<file path="src/hdl/c2s_sqrt_cell.sv">
`timescale 1ns / 1ps

module c2s_sqrt_cell #(
    parameter int NW = 31
) (
    input  logic                 clk,
    input  logic                 en,
    input  logic [2*NW-1:0]      op_in   [2],
    input  logic [NW+1:0]        rem_in  [2],
    input  logic [NW-1:0]        root_in [2],
    input  logic signed [NW-1:0] nx_in,
    input  logic signed [NW-1:0] ny_in,
    input  logic signed [NW-1:0] nz_in,
    output logic [2*NW-1:0]      op_out   [2],
    output logic [NW+1:0]        rem_out  [2],
    output logic [NW-1:0]        root_out [2],
    output logic signed [NW-1:0] nx_out,
    output logic signed [NW-1:0] ny_out,
    output logic signed [NW-1:0] nz_out
);

    logic [2*NW-1:0]      op_reg    [2];
    logic [2*NW-1:0]      op_next   [2];
    logic [NW+1:0]        rem_reg   [2];
    logic [NW+1:0]        rem_next  [2];
    logic [NW-1:0]        root_reg  [2];
    logic [NW-1:0]        root_next [2];
    logic [NW+1:0]        shifted   [2];
    logic [NW+1:0]        trial     [2];
    logic signed [NW-1:0] nx_reg;
    logic signed [NW-1:0] ny_reg;
    logic signed [NW-1:0] nz_reg;

    // one root bit per cell: bring down two operand bits, try (root << 2) | 1
    always_comb
    begin
        for (int l = 0; l < 2; l++)
        begin
            shifted[l] = {rem_in[l][NW-1:0], op_in[l][2*NW-1 -: 2]};
            trial[l]   = {root_in[l], 2'b01};
            op_next[l] = {op_in[l][2*NW-3:0], 2'b00};
            if (shifted[l] >= trial[l])
            begin
                rem_next[l]  = shifted[l] - trial[l];
                root_next[l] = {root_in[l][NW-2:0], 1'b1};
            end
            else
            begin
                rem_next[l]  = shifted[l];
                root_next[l] = {root_in[l][NW-2:0], 1'b0};
            end
        end
    end

    always_ff @(posedge clk)
    begin
        if (en)
        begin
            op_reg   <= op_next;
            rem_reg  <= rem_next;
            root_reg <= root_next;
            nx_reg   <= nx_in;
            ny_reg   <= ny_in;
            nz_reg   <= nz_in;
        end
    end

    assign op_out   = op_reg;
    assign rem_out  = rem_reg;
    assign root_out = root_reg;
    assign nx_out   = nx_reg;
    assign ny_out   = ny_reg;
    assign nz_out   = nz_reg;

endmodule

</file>
<file path="config.mk">
export PLATFORM = sky130hd
export DESIGN_NAME = c2s_sqrt_cell
export DESIGN_NICKNAME = d
export VERILOG_FILES = /design/src/hdl/c2s_sqrt_cell.sv
export SDC_FILE = /design/constraint.sdc
export NUM_CORES = 1
export LEC_CHECK = 0
export BUFFER_PORTS_ARGS = -buffer_cell sky130_fd_sc_hd__clkbuf_2
export CAP_MARGIN = 20
export CELL_PAD_IN_SITES_DETAIL_PLACEMENT = 1
export CELL_PAD_IN_SITES_GLOBAL_PLACEMENT = 2
export CORE_AREA = 2 2 270 272
export DETAILED_ROUTE_END_ITERATION = 10
export DIE_AREA = 0 0 272 274
export PLACE_DENSITY = 0.67
export SYNTH_ARGS = -nofsm -noshare
export SYNTH_HDL_FRONTEND = slang
export SYNTH_SLANG_ARGS = --single-unit
</file>
<file path="constraint.sdc">
create_clock -name clk -period 3.9 [get_ports clk]
set_input_delay 0.585 -clock clk [delete_from_list [all_inputs] [get_ports clk]]
set_output_delay 0.585 -clock clk [all_outputs]
set_load 0.005 [all_outputs]
</file>
=== After elaboration in Yosys (flattened, before gate mapping) ===
Index checks and enable logic that the tools add are counted.

* Bits in latches: 0
* Memories kept: 0
* Bits in writable memories: 0
* Bits of input ports: 347
* Memory bits (read-only): 0
* Logic and storage cells: 17
* Bits in registers: 341

* Multiply operators: 0
* Divide/modulo/power cells: 0
* Bitwise gates (word level): 0
* Mux-type cells: 4
* Reduce and logical (&&, ||, !) cells: 0
* $lt $le $gt $ge: 2
* Add/sub/neg operators: 2
* Shift-type cells: 0
* Equality and inequality tests: 0

{| class="wikitable"
|+ Operators by type and width
! cell !! number
|-
| $ge A33 B33 Y1 || 2
|-
| $mux W33 || 2
|-
| $sub A33 B33 Y33 || 2
|-
| $mux W1 || 2
|}

=== Depth between registers and ports, before layout ===
* Depth after elaboration: 2
* Gate-level depth with buffers: 12

=== Least setup slack after synthesis ===
No wires, ideal clock.

* Path type: input to register
* Start: input port root_in[8] (netlist name)
* End: register rem_reg, in the netlist rem_out[25] (data pin)
* Buffers on the path: 2
* Setup time: 0.260 ns
* Path slack: 0.492 ns
* Arrival: 3.148 ns
* Cell stages on the path: 12
* Required time: 3.640 ns
* Cell sequence: inv_1 -> ha_1 -> buf_6 -> a211oi_2 -> nand2_1 -> o311ai_1 -> nor2_1 -> o31ai_1 -> o211ai_1 -> a311oi_4 -> buf_6 -> mux2_2

{| class="wikitable"
|+ RTL lines
! what !! line !! RTL
|-
| start, declared || 10 || <nowiki>input logic [NW-1:0] root_in [2],</nowiki>
|-
| end signal, assigned || 60 || <nowiki>rem_reg <= rem_next;</nowiki>
|-
| end, declared || 24 || <nowiki>logic [NW+1:0] rem_reg [2];</nowiki>
|}

==> summary.txt <==
Status
  – Status: complete, no violations

Placement
  – Placed Cells: roughly 2700
  – Dpl hpwl: approximately 43 mm
  – IO Port Bufs: 683
  – Placement Cell Area: 19800 sq um
  – GP Congestion: between 0.7 and 0.8
  – Dpl ws: 50.3 ps

CTS
  – Clock transition at path regs: 60 ps
  – Worst-case clock buffer depth: 3
  – Clock tree from TritonCTS: built
  – Root buffer cell: clkbuf_16
  – Post-CTS Setup Inserts: 0
  – Clock sinks: 341
  – CTS buffer count: 40
  – CTS resizes: 0
  – Hold-fix buffers, CTS: 0
  – H-tree depth: 2

Finish
  – FF/Latch Area: between 10000 and 15000 sq um
  – Design area: approximately 21000 sq um
  – Fraction of layout cells with a size suffix above 1: 0.474
  – Filler cell count: roughly 8100
  – Area of the multi-input gates: ~4300 sq um
  – Area grow syn2layout: 40.3%
  – Layout Nets: approximately 2200
  – Final Util: 0.292
  – Post-Layout Cell Count: between 2000 and 3000

Route
  – Post-route ant nets: 0
  – Drt pass-1 iters: 6
  – Vias/cell: a little over 4
  – Final wirelength: around 53 mm
  – DRT iter0 DRCs: 459
  – Wire length per cell: 19.2 um
  – Via Count: ~11000
  – Residual DRC count: 0

Power
  – Power per cell area: about 460 nW/um^2
  – P_int: between 7 and 8 mW
  – Sequential Power Share: 0.465
  – VDD IR-drop max: roughly 0.00027 V
  – Comb pwr share: 0.166
  – Lkg Pwr: just over 9 nW
  – Clock power frac: 0.369
  – Net switching power: around 2.5 mW
  – PnR Total Power: roughly 10 mW
  – Switching Fraction: 0.260

Logic synthesis
  – Number of enable flip-flop cells after synthesis: about 340
  – Post-synthesis cell type count: around 60
  – Async SR Flop Fraction: 0
  – Synth warnings: 0
  – Syn Area/Cell: approximately 15 sq um
  – Synth Register Bits: 341
  – Area of the mapped netlist: 15000 sq um
  – Syn Inst Count: 1018
  – Main flop type after synthesis: edfxtp_1
  – Sequential area share after synthesis: 0.684

Critical path
  – Setup CP Type: primary input to flop
  – CP max stage delay: approximately 440 ps
  – Slowest stage cell, crit path: a311oi_4
  – Critical Path Fanout Max: 22
  – Cell Chain, Critical Path: clkbuf_2 > inv_1 > ha_1 > a21oi_1 > o21ai_0 > o311ai_1 > buf_4 > nor2_1 > o31ai_1 > o211ai_1 > a311oi_4 > buf_12 > mux2_2
  – Critical Path AT: about 3600 ps
  – Crit end category: flop
  – Startpoint types: primary input
  – Worst Path Required: ~4200 ps

Run
  – Max-Cap Viols: 0

STA
  – Worst Tran Pin Value: around 630 ps
  – Final period util: 0.833
  – RSZ-0062 raised after global routing: false
  – Slew margin rel.: 0.577
  – Setup TNS: 0 ps
  – Max Slew Vio Count: 0
  – # setup viols final: 0
  – Final Hold Viols: 0
  – Worst Setup Slack, final: ~650 ps
  – Max Clk Rate: just over 300 MHz
  – WHS: between 200 and 250 ps
  – Fin crit period: around 3200 ps

Floorplanning
  – Starting density of the core: 0.208
  – Rows: just under 100
  – Die extent in x: 272 um
  – # IOs: 692
  – Core ar.: around 72000 sq um
  – Die Span Y: about 270 um
  – Die footprint: ~75000 sq um

Global routing
  – Gr usage total: 0.133
  – Grt ovf: 0
  – First-pass GRT wire length: between 70 and 80 mm
  – Number of global-route vias before repair: about 12000
  – Pin count of the biggest net entering global routing: 67
  – Initial antenna violation count: 2

Worst hold path
  – HP Class: primary input to flop
worst paths after layout:
| check | from | to | cells after the start |
|---|---|---|---|
| setup / recovery | root_in[4] | rem_out[26] | 13 |
| hold / removal | op_in[33] | op_out[35] | 1 |
cell type report:
| class | count | share of cell area |
|---|---|---|
| clock buffers | 44 | 0.0484 |
| inverters | 79 | 0.0141 |
| flip-flops and latches | 341 | 0.487 |
| diodes | 3 | 0.000357 |
| repair buffers | 718 | 0.179 |
| multi-input cells | 570 | 0.203 |
| well taps | 959 | 0.0571 |
| clock inverters | 26 | 0.0106 |
synthesized netlist by cell type (7+ instances only):
cell type	n	area share
edfxtp_1	341	0.68
inv_1	79	0.020
a21oi_1	69	0.023
ha_1	66	0.055
mux2_2	52	0.039
nand2_1	41	0.010
nor2_1	41	0.010
xnor2_1	35	0.020
o21ai_0	32	0.011
a21o_1	29	0.015
xor2_1	19	0.011
clkbuf_1	17	0.0043
nand3_1	16	0.0053
nand4_1	15	0.0063
and3_1	10	0.0042
o21a_1	10	0.0050
mux2_1	9	0.0068
nand2b_1	9	0.0038
o21bai_1	9	0.0045
a211oi_1	8	0.0040
buf_4	7	0.0035
nor3_1	7	0.0023
o211ai_1	7	0.0035
per-layer routing:
metal	track usage	vias to the layer above	wire, um
met5	0	-	0
met4	0.0427	0	1390
met3	0.0344	67	3420
met2	0.246	384	27800
met1	0.147	5580	20000
li1	-	5323	-
state kept, by name, summed over array words and instances (netlist names):
register / count
nz_out: 31
op_out: 120
ny_out: 31
root_out: 62
nx_out: 31
rem_out: 66
power by group through the flow:
stage / Sequential (mW) / Clock (mW) / Combinational (mW)
final: 4.54 / 3.59 / 1.62
after global routing: 4.57 / 3.87 / 1.78
after CTS: 4.54 / 3.74 / 1.65
after detailed placement: 4.62 / 0 / 1.64
after global placement: 4.60 / 0 / 1.62
after floorplan: 4.64 / 0 / 0.683
kinds of logic after synthesis:
logic type	Yosys count	share of synthesized area
other cells	1	0.000250
xor+xnor	54	0.0316
mux	66	0.0492
buf+inv	110	0.0316
simple gates	170	0.0564
flops	341	0.684
fa+ha+maj	66	0.0552
compound gates	210	0.0918
placed cells by master, fill, tap and decap left out, types with 10 or more instances in the layout:
cell / instances
o21ai_0: 32
clkbuf_2: 682
mux2_2: 52
a21o_1: 29
ha_1: 66
o21a_1: 10
buf_4: 30
nand4_1: 15
nand3_1: 16
a21oi_1: 69
xor2_1: 19
edfxtp_1: 341
xnor2_1: 35
inv_1: 79
clkbuf_16: 40
and3_1: 10
nor2_1: 41
clkinv_2: 10
nand2_1: 41
worst max-delay path, delay by kind of cell:
| kind | cells | cell delay (ps) |
|---|---|---|
| compound gates | 6 | 1640 |
| fa+ha+maj | 1 | 360 |
| buf+inv | 4 | 570 |
| mux | 1 | 360 |
| simple gates | 1 | 40 |
No activity file was read; power rests on OpenSTA's default activity.
